## src/rtl/ps2hl_pkg.sv

```systemverilog
package ps2hl_pkg;

    localparam int QUEUE_DEPTH = 8;
    localparam int QPTR_W      = (QUEUE_DEPTH > 1) ? $clog2(QUEUE_DEPTH) : 1;

    // request codes
    localparam logic [1:0] REQ_EDGE  = 2'd0;
    localparam logic [1:0] REQ_QUEUE = 2'd1;
    localparam logic [1:0] REQ_TICK  = 2'd2;

    // error codes
    localparam logic [2:0] ERR_NONE   = 3'd0;
    localparam logic [2:0] ERR_START  = 3'd1;
    localparam logic [2:0] ERR_STOP   = 3'd2;
    localparam logic [2:0] ERR_PARITY = 3'd3;
    localparam logic [2:0] ERR_ACK    = 3'd4;

    // frame bit positions
    localparam logic [3:0] POS_PARITY_TX = 4'd8;
    localparam logic [3:0] POS_PARITY    = 4'd9;
    localparam logic [3:0] POS_RELEASE   = 4'd9;
    localparam logic [3:0] POS_STOP      = 4'd10;
    localparam logic [3:0] POS_ACK       = 4'd10;
    localparam logic [3:0] POS_DONE      = 4'd11;

    typedef struct packed {
        logic [1:0] req_type;
        logic       data_bit;
        logic [7:0] send_byte;
    } in_t;

    typedef struct packed {
        logic       byte_valid;
        logic [7:0] rx_byte;
        logic [2:0] error_code;
        logic       data_drive_enable;
        logic       data_drive_value;
        logic       start_request;
        logic       send_pending;
        logic       transmitting;
    } out_t;

    function automatic logic [QPTR_W-1:0] ptr_inc(input logic [QPTR_W-1:0] p);
        logic [QPTR_W-1:0] r;
        if (p == QPTR_W'(QUEUE_DEPTH - 1))
            r = '0;
        else
            r = p + QPTR_W'(1);
        return r;
    endfunction

endpackage

```

## src/rtl/ps2hl_core.sv

```systemverilog
module ps2hl_core
    import ps2hl_pkg::*;
(
    input  logic clk,
    input  logic rst_n,
    input  logic fire,
    input  in_t  item,
    output out_t result
);

    logic [3:0]        bit_pos_reg, bit_pos_next;
    logic [7:0]        shift_reg, shift_next;
    logic              odd_reg, odd_next;
    logic              resync_reg, resync_next;
    logic              sending_reg, sending_next;
    logic              de_reg, de_next;
    logic              dl_reg, dl_next;
    logic [QPTR_W-1:0] rd_ptr_reg, rd_ptr_next;
    logic [QPTR_W-1:0] wr_ptr_reg, wr_ptr_next;
    logic [7:0]        queue_mem [QUEUE_DEPTH];
    logic [7:0]        head_reg;

    logic       rx_valid;
    logic [7:0] rx_val;
    logic [2:0] err;
    logic       start;
    logic       tx_b;

    always_comb
    begin
        bit_pos_next = bit_pos_reg;
        shift_next   = shift_reg;
        odd_next     = odd_reg;
        resync_next  = resync_reg;
        sending_next = sending_reg;
        de_next      = de_reg;
        dl_next      = dl_reg;
        rd_ptr_next  = rd_ptr_reg;
        wr_ptr_next  = wr_ptr_reg;
        rx_valid     = 1'b0;
        rx_val       = 8'd0;
        err          = ERR_NONE;
        start        = 1'b0;
        tx_b         = 1'b0;

        if (fire)
        begin
            unique case (item.req_type)
                REQ_EDGE:
                begin
                    if (sending_reg)
                    begin
                        if (bit_pos_next <= POS_PARITY_TX)
                        begin
                            if (bit_pos_next == POS_PARITY_TX)
                                tx_b = ~odd_next;
                            else
                            begin
                                tx_b     = shift_next[bit_pos_next[2:0]];
                                odd_next = odd_next ^ tx_b;
                            end
                            de_next      = 1'b1;
                            dl_next      = tx_b;
                            bit_pos_next = bit_pos_next + 4'd1;
                        end
                        else if (bit_pos_next == POS_RELEASE)
                        begin
                            de_next      = 1'b0;
                            dl_next      = 1'b0;
                            bit_pos_next = bit_pos_next + 4'd1;
                        end
                        else if (bit_pos_next == POS_ACK)
                        begin
                            if (item.data_bit)
                                err = ERR_ACK;
                            shift_next   = 8'd0;
                            bit_pos_next = 4'd0;
                            odd_next     = 1'b0;
                            sending_next = 1'b0;
                            de_next      = 1'b0;
                            dl_next      = 1'b0;
                        end
                        else
                            bit_pos_next = bit_pos_next + 4'd1;
                    end
                    else
                    begin
                        // a low bit while resyncing restarts the frame
                        if (resync_next && !item.data_bit)
                        begin
                            shift_next   = 8'd0;
                            bit_pos_next = 4'd0;
                            odd_next     = 1'b0;
                            resync_next  = 1'b0;
                        end
                        if (bit_pos_next == 4'd0 && item.data_bit)
                        begin
                            err         = ERR_START;
                            resync_next = 1'b1;
                        end
                        else if (bit_pos_next == POS_STOP && !item.data_bit)
                        begin
                            err         = ERR_STOP;
                            resync_next = 1'b1;
                        end
                        else if (bit_pos_next == POS_PARITY && item.data_bit == odd_next)
                        begin
                            err         = ERR_PARITY;
                            resync_next = 1'b1;
                        end
                        else
                        begin
                            if (bit_pos_next >= 4'd1 && bit_pos_next <= 4'd8 && item.data_bit)
                            begin
                                shift_next[3'(bit_pos_next - 4'd1)] = 1'b1;
                                odd_next = ~odd_next;
                            end
                            bit_pos_next = bit_pos_next + 4'd1;
                            if (bit_pos_next >= POS_DONE)
                            begin
                                rx_valid     = 1'b1;
                                rx_val       = shift_next;
                                shift_next   = 8'd0;
                                bit_pos_next = 4'd0;
                                odd_next     = 1'b0;
                            end
                        end
                    end
                end
                REQ_QUEUE:
                    wr_ptr_next = ptr_inc(wr_ptr_reg);
                REQ_TICK:
                begin
                    if (!sending_reg && wr_ptr_reg != rd_ptr_reg)
                    begin
                        shift_next   = head_reg;
                        rd_ptr_next  = ptr_inc(rd_ptr_reg);
                        bit_pos_next = 4'd0;
                        odd_next     = 1'b0;
                        sending_next = 1'b1;
                        de_next      = 1'b1;
                        dl_next      = 1'b0;
                        start        = 1'b1;
                    end
                end
                default: ;
            endcase
        end

        result.byte_valid        = rx_valid;
        result.rx_byte           = rx_val;
        result.error_code        = err;
        result.data_drive_enable = de_next;
        result.data_drive_value  = de_next & dl_next;
        result.start_request     = start;
        result.send_pending      = (wr_ptr_next != rd_ptr_next);
        result.transmitting      = sending_next;
    end

    always_ff @(posedge clk or negedge rst_n)
    begin
        if (!rst_n)
        begin
            bit_pos_reg <= 4'd0;
            shift_reg   <= 8'd0;
            odd_reg     <= 1'b0;
            resync_reg  <= 1'b0;
            sending_reg <= 1'b0;
            de_reg      <= 1'b0;
            dl_reg      <= 1'b0;
            rd_ptr_reg  <= '0;
            wr_ptr_reg  <= '0;
        end
        else
        begin
            bit_pos_reg <= bit_pos_next;
            shift_reg   <= shift_next;
            odd_reg     <= odd_next;
            resync_reg  <= resync_next;
            sending_reg <= sending_next;
            de_reg      <= de_next;
            dl_reg      <= dl_next;
            rd_ptr_reg  <= rd_ptr_next;
            wr_ptr_reg  <= wr_ptr_next;
        end
    end

    // head_reg always holds the entry at the read pointer; a write to that
    // slot in the same cycle is forwarded
    always_ff @(posedge clk)
    begin
        if (fire && item.req_type == REQ_QUEUE)
            queue_mem[wr_ptr_reg] <= item.send_byte;
        if (fire && item.req_type == REQ_QUEUE && wr_ptr_reg == rd_ptr_next)
            head_reg <= item.send_byte;
        else
            head_reg <= queue_mem[rd_ptr_next];
    end

endmodule

```

## src/rtl/ps2_host_link_unit.sv

```systemverilog
// Every accepted input beat yields exactly one result beat, registered into the output buffer.
// Throughput: one input beat per cycle while the output buffer is not full.
// A two-entry output buffer lets one more input beat in while a result waits.
// Reset (rst_n, async, active low) clears frame state, queue pointers and the buffer;
// send queue contents are not cleared and are only read after being written.
module ps2_host_link_unit
    import ps2hl_pkg::*;
(
    input  logic clk,
    input  logic rst_n,
    input  logic in_valid,
    output logic in_ready,
    input  in_t  in_data,
    output logic out_valid,
    input  logic out_ready,
    output out_t out_data
);

    logic       fire;
    logic       pop;
    out_t       result;
    out_t       buf0_reg, buf0_next;
    out_t       buf1_reg, buf1_next;
    logic [1:0] cnt_reg, cnt_next;

    assign in_ready  = (cnt_reg != 2'd2);
    assign fire      = in_valid & in_ready;
    assign out_valid = (cnt_reg != 2'd0);
    assign pop       = out_valid & out_ready;
    assign out_data  = buf0_reg;

    ps2hl_core u_core (
        .clk    (clk),
        .rst_n  (rst_n),
        .fire   (fire),
        .item   (in_data),
        .result (result)
    );

    always_comb
    begin
        buf0_next = buf0_reg;
        buf1_next = buf1_reg;
        cnt_next  = cnt_reg;
        unique case ({fire, pop})
            2'b10:
            begin
                if (cnt_reg == 2'd0)
                    buf0_next = result;
                else
                    buf1_next = result;
                cnt_next = cnt_reg + 2'd1;
            end
            2'b01:
            begin
                buf0_next = buf1_reg;
                cnt_next  = cnt_reg - 2'd1;
            end
            2'b11:
            begin
                // pop and push together: input is closed when two are held,
                // so only one can be held here
                if (cnt_reg == 2'd1)
                    buf0_next = result;
                else
                begin
                    buf0_next = buf1_reg;
                    buf1_next = result;
                end
            end
            default: ;
        endcase
    end

    always_ff @(posedge clk or negedge rst_n)
    begin
        if (!rst_n)
            cnt_reg <= 2'd0;
        else
            cnt_reg <= cnt_next;
    end

    always_ff @(posedge clk)
    begin
        buf0_reg <= buf0_next;
        buf1_reg <= buf1_next;
    end

endmodule

```

## config.mk

```make
export PLATFORM = sky130hd
export DESIGN_NAME = ps2_host_link_unit
export DESIGN_NICKNAME = d
export VERILOG_FILES = /design/src/rtl/ps2hl_pkg.sv /design/src/rtl/ps2hl_core.sv /design/src/rtl/ps2_host_link_unit.sv
export SDC_FILE = /design/constraint.sdc
export NUM_CORES = 1
export LEC_CHECK = 0
export BUFFER_PORTS_ARGS = -buffer_cell sky130_fd_sc_hd__buf_2
export CAP_MARGIN = 20
export CELL_PAD_IN_SITES_DETAIL_PLACEMENT = 0
export CELL_PAD_IN_SITES_GLOBAL_PLACEMENT = 2
export CORE_AREA = 2 2 120 122
export CTS_CLUSTER_DIAMETER = 200
export DETAILED_ROUTE_END_ITERATION = 12
export DIE_AREA = 0 0 122 124
export PLACE_DENSITY_LB_ADDON = 0.1
export SLEW_MARGIN = 5
export SYNTH_ARGS = -nofsm -noshare
export SYNTH_HDL_FRONTEND = slang
export SYNTH_SLANG_ARGS = --single-unit
```

## constraint.sdc

```tcl
create_clock -name clk -period 6.51 [get_ports clk]
set_input_delay 1.302 -clock clk [delete_from_list [all_inputs] [get_ports clk]]
set_output_delay 1.302 -clock clk [all_outputs]
set_load 0.02 [all_outputs]
```

== After elaboration in Yosys (flattened, before gate mapping) ==
Memories as Yosys holds them, arrays and structs flattened. A register that Yosys moved wholly into a read port is not among the register bits.
Cells that the tools add are included.

* Add/subtract/negate cells: 7
* Magnitude comparators: 7
* Equal/unequal tests: 27
* Multiplexer cells: 118
* Bitwise logic cells: 8
* Reductions and logical operators: 26

{| class="wikitable"
|+ Operators with widths
! cell !! count
|-
| two-way mux 8 bit || 21
|-
| two-way mux 17 bit || 4
|-
| two-way mux 1 bit || 52
|-
| two-way mux 4 bit || 13
|-
| case mux 17 bit (3 select lines) || 1
|-
| two-way mux 3 bit || 16
|-
| case mux 17 bit (2 select lines) || 1
|-
| == test 4 bit (second input constant) || 5
|-
| case mux 8 bit (2 select lines) || 1
|-
| != test 4 bit (second input constant) || 3
|-
| AND reduction 6 bit || 2
|-
| logical AND 1 bit || 9
|-
| != test 3 bit (second input constant) || 3
|-
| adder 4 x 1 -> 4 bit (second input constant) || 2
|-
| less-or-equal comparator 4 bit (second input constant) || 2
|-
| less-than comparator 3 x 4 -> 1 bit (second input constant) || 2
|-
| != test 2 bit (second input constant) || 4
|-
| bitwise OR 8 bit || 1
|-
| case mux 1 bit (2 select lines) || 4
|-
| case mux 4 bit (2 select lines) || 1
|-
| nonzero test 2 bit || 4
|-
| adder 3 x 1 -> 3 bit (second input constant) || 2
|-
| == test 2 x 1 -> 1 bit (second input constant) || 3
|-
| == test 2 bit (second input constant) || 3
|-
| 25 further kinds || 34
|}

* Bits in registers: 59
* Memory bits (writable): 64
* Input port bits: 15
* Output and inout port bits: 19
* Word-level logic and storage cells: 220
* Memories: 1

{| class="wikitable"
|+ Memory list
! name !! words !! width !! read ports !! clocked after memory_dff !! write ports !! line !! text
|-
| u_core.queue_mem || 8 || 8 || 1 || 1 || 1 || ps2hl_core.sv:20 || <nowiki>logic [7:0] queue_mem [QUEUE_DEPTH];</nowiki>
|}

== Longest topological paths before layout ==
* Depth in word-level cells: 22
* Depth in mapped cells: 11

== Hierarchy ==
From an unflattened synthesis, not the netlist that was laid out.

* Cell total of the unflattened synthesis: 443
* Area, all modules: 6077.1 µm²

{| class="wikitable"
|+ Modules (own cells, without submodules)
! module !! times used !! cells each !! area each (µm²) !! seq. area each (µm²)
|-
| ps2hl_core || 1 || 358 || 4615.7 || 2557.5
|-
| ps2_host_link_unit || 1 || 85 || 1461.4 || 1071.0
|}

== Worst setup path after synthesis ==
OpenSTA, ideal clock, no wires.

* Path kind: input to register
* From: input port in_valid
* To: register buf1_reg[0] in the netlist's numbering (enable)
* Data arrival time: 3176 ps
* Data required time: 6092 ps
* Setup slack: 2917 ps
* Stages on the path: 5
* Cell sequence: nand2b_4 inv_2 ha_1 and2_1 a211oi_1

* Longest elaborated chain between the ends: 4
* Elaborated cells between the ends (all ways): 7
* Those cells by class: eq/ne: 4; bitwise: 1; reduce/logical: 2

{| class="wikitable"
|+ Ends and longest elaborated chain
! item !! line !! text
|-
| from (decl) || ps2_host_link_unit.sv:11 || <nowiki>input logic in_valid,</nowiki>
|-
| bitwise AND 1 bit * || ps2_host_link_unit.sv:27 || <nowiki>assign fire = in_valid & in_ready;</nowiki>
|-
| == test 2 bit || ps2_host_link_unit.sv:45 || <nowiki>unique case ({fire, pop})</nowiki>
|-
| != test 2 bit (no line) or nonzero test 2 bit (tied branches) || -- ||
|-
| AND reduction 3 bit (no line) * || -- ||
|-
| to (signal assigned) || ps2_host_link_unit.sv:86 || <nowiki>buf1_reg <= buf1_next;</nowiki>
|-
| to (decl) || ps2_host_link_unit.sv:23 || <nowiki>out_t buf1_reg, buf1_next;</nowiki>
|}

Every way passes the cells marked *; elsewhere a longest branch is shown, timed or not.
A chain may end at the register's enable or synchronous reset.

==> results.ini <==
[clock_tree]
cts_hold_buffers=0
clkSinkCount=126
cts_buffer_depth=2
cts_buffers=17
cts_tree=done
post_cts.repair.setup_buffers=0
clk_pin_slew_worst_paths_ns=0.05
root_buffer=clkbuf_16
htree_levels=4
clk_latency_ns=0.42
cts_resized=0

[power]
p_leak_nw=2.644
power.density_nw_per_um2=474.4
peakVddDrop_uv=305.4

[layout]
antenna_cells=0
final_cell_area_um2=7227
area_growth_pct=15.43
multi_input_area_um2=2455
fin_util=0.5268
fin_nets=567
register_area_um2=3628
drive_gt1_frac=0.1978
n_fill_cell=1192
largest_register_ff_count=64

[global_route]
grt-ovfl-total=0
track_usage=0.2042
grt_pass1_vias=4016
grt_pass1_wl_um=22420
grt_max_degree=26
antenna_found_initial=0

[floorplan]
core_area_um2=13720
die_w_um=122
ioPinCount=34
start_util=0.4564
die_area_um2=15130
rows=43
fp.dieH_um=124

[route]
drtPass1Iterations=5
drc=0
routed_wl_um=14300
vias=4072
met1_length_um=6275
wl_met3_um=469
routed.top_layer=met4
drt_iter0_drc=255
ant_nets=0
viasPerCell=5.570
routedWlPerCell_um=19.56
dr_wl_met2_um=7317

[logic_synthesis]
ys.warnings.count=0
synth_nets=532
synth_top_area_cell=edfxtp_1
ys_types=61
avgSynthCellArea_um2=12.45
synth_area_um2=6261
synth_commonest_cells=edfxtp_1, o21ai_0, nor2_1
synth_top_area_frac=0.4700
synth_edf_count=98
synth-main-ff-cell=edfxtp_1
synthArstFlopShare=0.1984
ys_seq_elements=126
synthTopCellsByArea=edfxtp_1, dfrtp_1, mux4_2, o21ai_0, mux2i_1
yosysMostFrequentCell=edfxtp_1
synth_cells=503
ys_seq_area_frac=0.5795

[placed_design]
post-place-ws_ns=2.969
post-dp-hpwl_um=10160
gp_congestion=0.8142
dpl_cell_area_um2=6594
portBuffers=33

[sta]
worst_slew_pin_slew_ns=0.8906
skew_ns=0.007644
fin_crit_sh=0.4572
setup_tns_ns=0
setup_viol=0
slew_headroom=0.4041
slew_viol_final=0
worst_slack_ns=3.533
fmax_ghz=0.3359
min_period_ns=2.977
hold_violations=0
rsz0062_at_grt=false

[critical_path]
cpLargestDelayFamily=adder cells
max_stage_delay_ns=0.69
start_kind=primary input
path_class=primary input to flip-flop
crit_chain=buf_2 > nor2b_1 > ha_1 > nor2_1 > buf_6 > a22oi_1 > o21ai_0
crit_slowest_cell=ha_1
critPathMaxFanout=19
cp.required_ns=6.65
crit_arrival_ns=3.11
critPathBufInv=2
end_kind=flip-flop

[hold_path]
hold_path_class=flip-flop to flip-flop

[status]
status=completed

[run]
drv_cap=0

==> layer usage <==
metal	vias to the layer above	GRT usage
li1	1974	-
met1	2000	0.2602
met2	82	0.3355
met3	16	0.05082
met4	0	0.08405
met5	-	0
==> layout by cell type (no fill, tap or decap), types with 3 or more instances in the layout <==
cell type / netlist / final
dfxtp_1: 3 / 3
clkinvlp_4: 0 / 5
buf_2: 8 / 33
nand2_1: 37 / 37
dfrtp_1: 25 / 25
and3_1: 3 / 3
a21oi_1: 20 / 20
nor3b_1: 3 / 3
a31oi_1: 3 / 3
xnor2_1: 5 / 5
mux2i_1: 23 / 23
xnor2_2: 3 / 3
clkbuf_1: 12 / 4
nor2_1: 42 / 42
nand2b_1: 6 / 6
nand3_1: 6 / 6
edfxtp_1: 98 / 98
o21ai_0: 54 / 53
buf_4: 0 / 6
o22ai_1: 7 / 7
ha_1: 14 / 14
inv_1: 19 / 19
a22oi_1: 17 / 17
mux4_2: 18 / 18
nor2b_1: 7 / 7
xor2_1: 5 / 5
clkbuf_16: 0 / 17
nor3_1: 12 / 12
==> through the flow <==
stage | hold WS [ns] | total power (W) | cells
after floorplan | 0.4610 | 0.002157 | 503
after detailed placement | 0.4937 | 0.002500 | 696
after global placement | 0.4909 | 0.002494 | 696
after CTS | 0.5027 | 0.003430 | 728
after global routing | 0.5119 | 0.003633 | 731
final | 0.4999 | 0.003429 | 731
==> final timing paths <==
kind / startpoint / to / slack (ns) / cells past startpoint
setup / recovery: out_ready / out_data[16]$_DFFE_PP_ / 3.53 / 7
hold / removal: u_core.dl_reg$_DFF_PN0_ / u_core.dl_reg$_DFF_PN0_ / 0.50 / 1
setup reg to reg: cnt_reg[0]$_DFFE_PN0P_ / out_data[16]$_DFFE_PP_ / 3.77 / 8
hold reg to reg: u_core.dl_reg$_DFF_PN0_ / u_core.dl_reg$_DFF_PN0_ / 0.50 / 1
max in group asynchronous: rst_n / u_core.wr_ptr_reg[0]$_DFF_PN0_ / 5.14 / 1
min in group asynchronous: rst_n / u_core.de_reg$_DFF_PN0_ / 0.92 / 1
==> area by class of cell <==
type,instances,share of cell area
clock inverters,9,0.01541
repair buffers,42,0.03653
well taps,180,0.03116
inverters,20,0.01039
clock buffers,23,0.06475
flip-flops and latches,126,0.5021
multi-input cells,331,0.3397
==> worst reg2reg max path, stage by stage (launching register included) <==
cell,delay (ns)
dfrtp_1,0.39
inv_1,0.07
ha_1,0.25
nor2b_1,0.24
ha_1,0.69
nor2_1,0.30
buf_6,0.23
a22oi_1,0.16
o21ai_0,0.13
==> power breakdown <==
group / switching (W) / internal, W
Sequential: 0.000231 / 0.00108
Combinational: 0.000678 / 0.000520
Clock: 0.000337 / 0.000583
==> cells by family after synthesis <==
group,synth area share
AOI/OAI and AO/OA,0.1215
xor gates and xnor gates,0.02178
adders and majority gates,0.02798
buffers and inverters,0.02918
DFF,0.5795
muxes,0.1135
and+or+nand+nor,0.1065
Note: power is estimated with default switching activity, not from simulation.
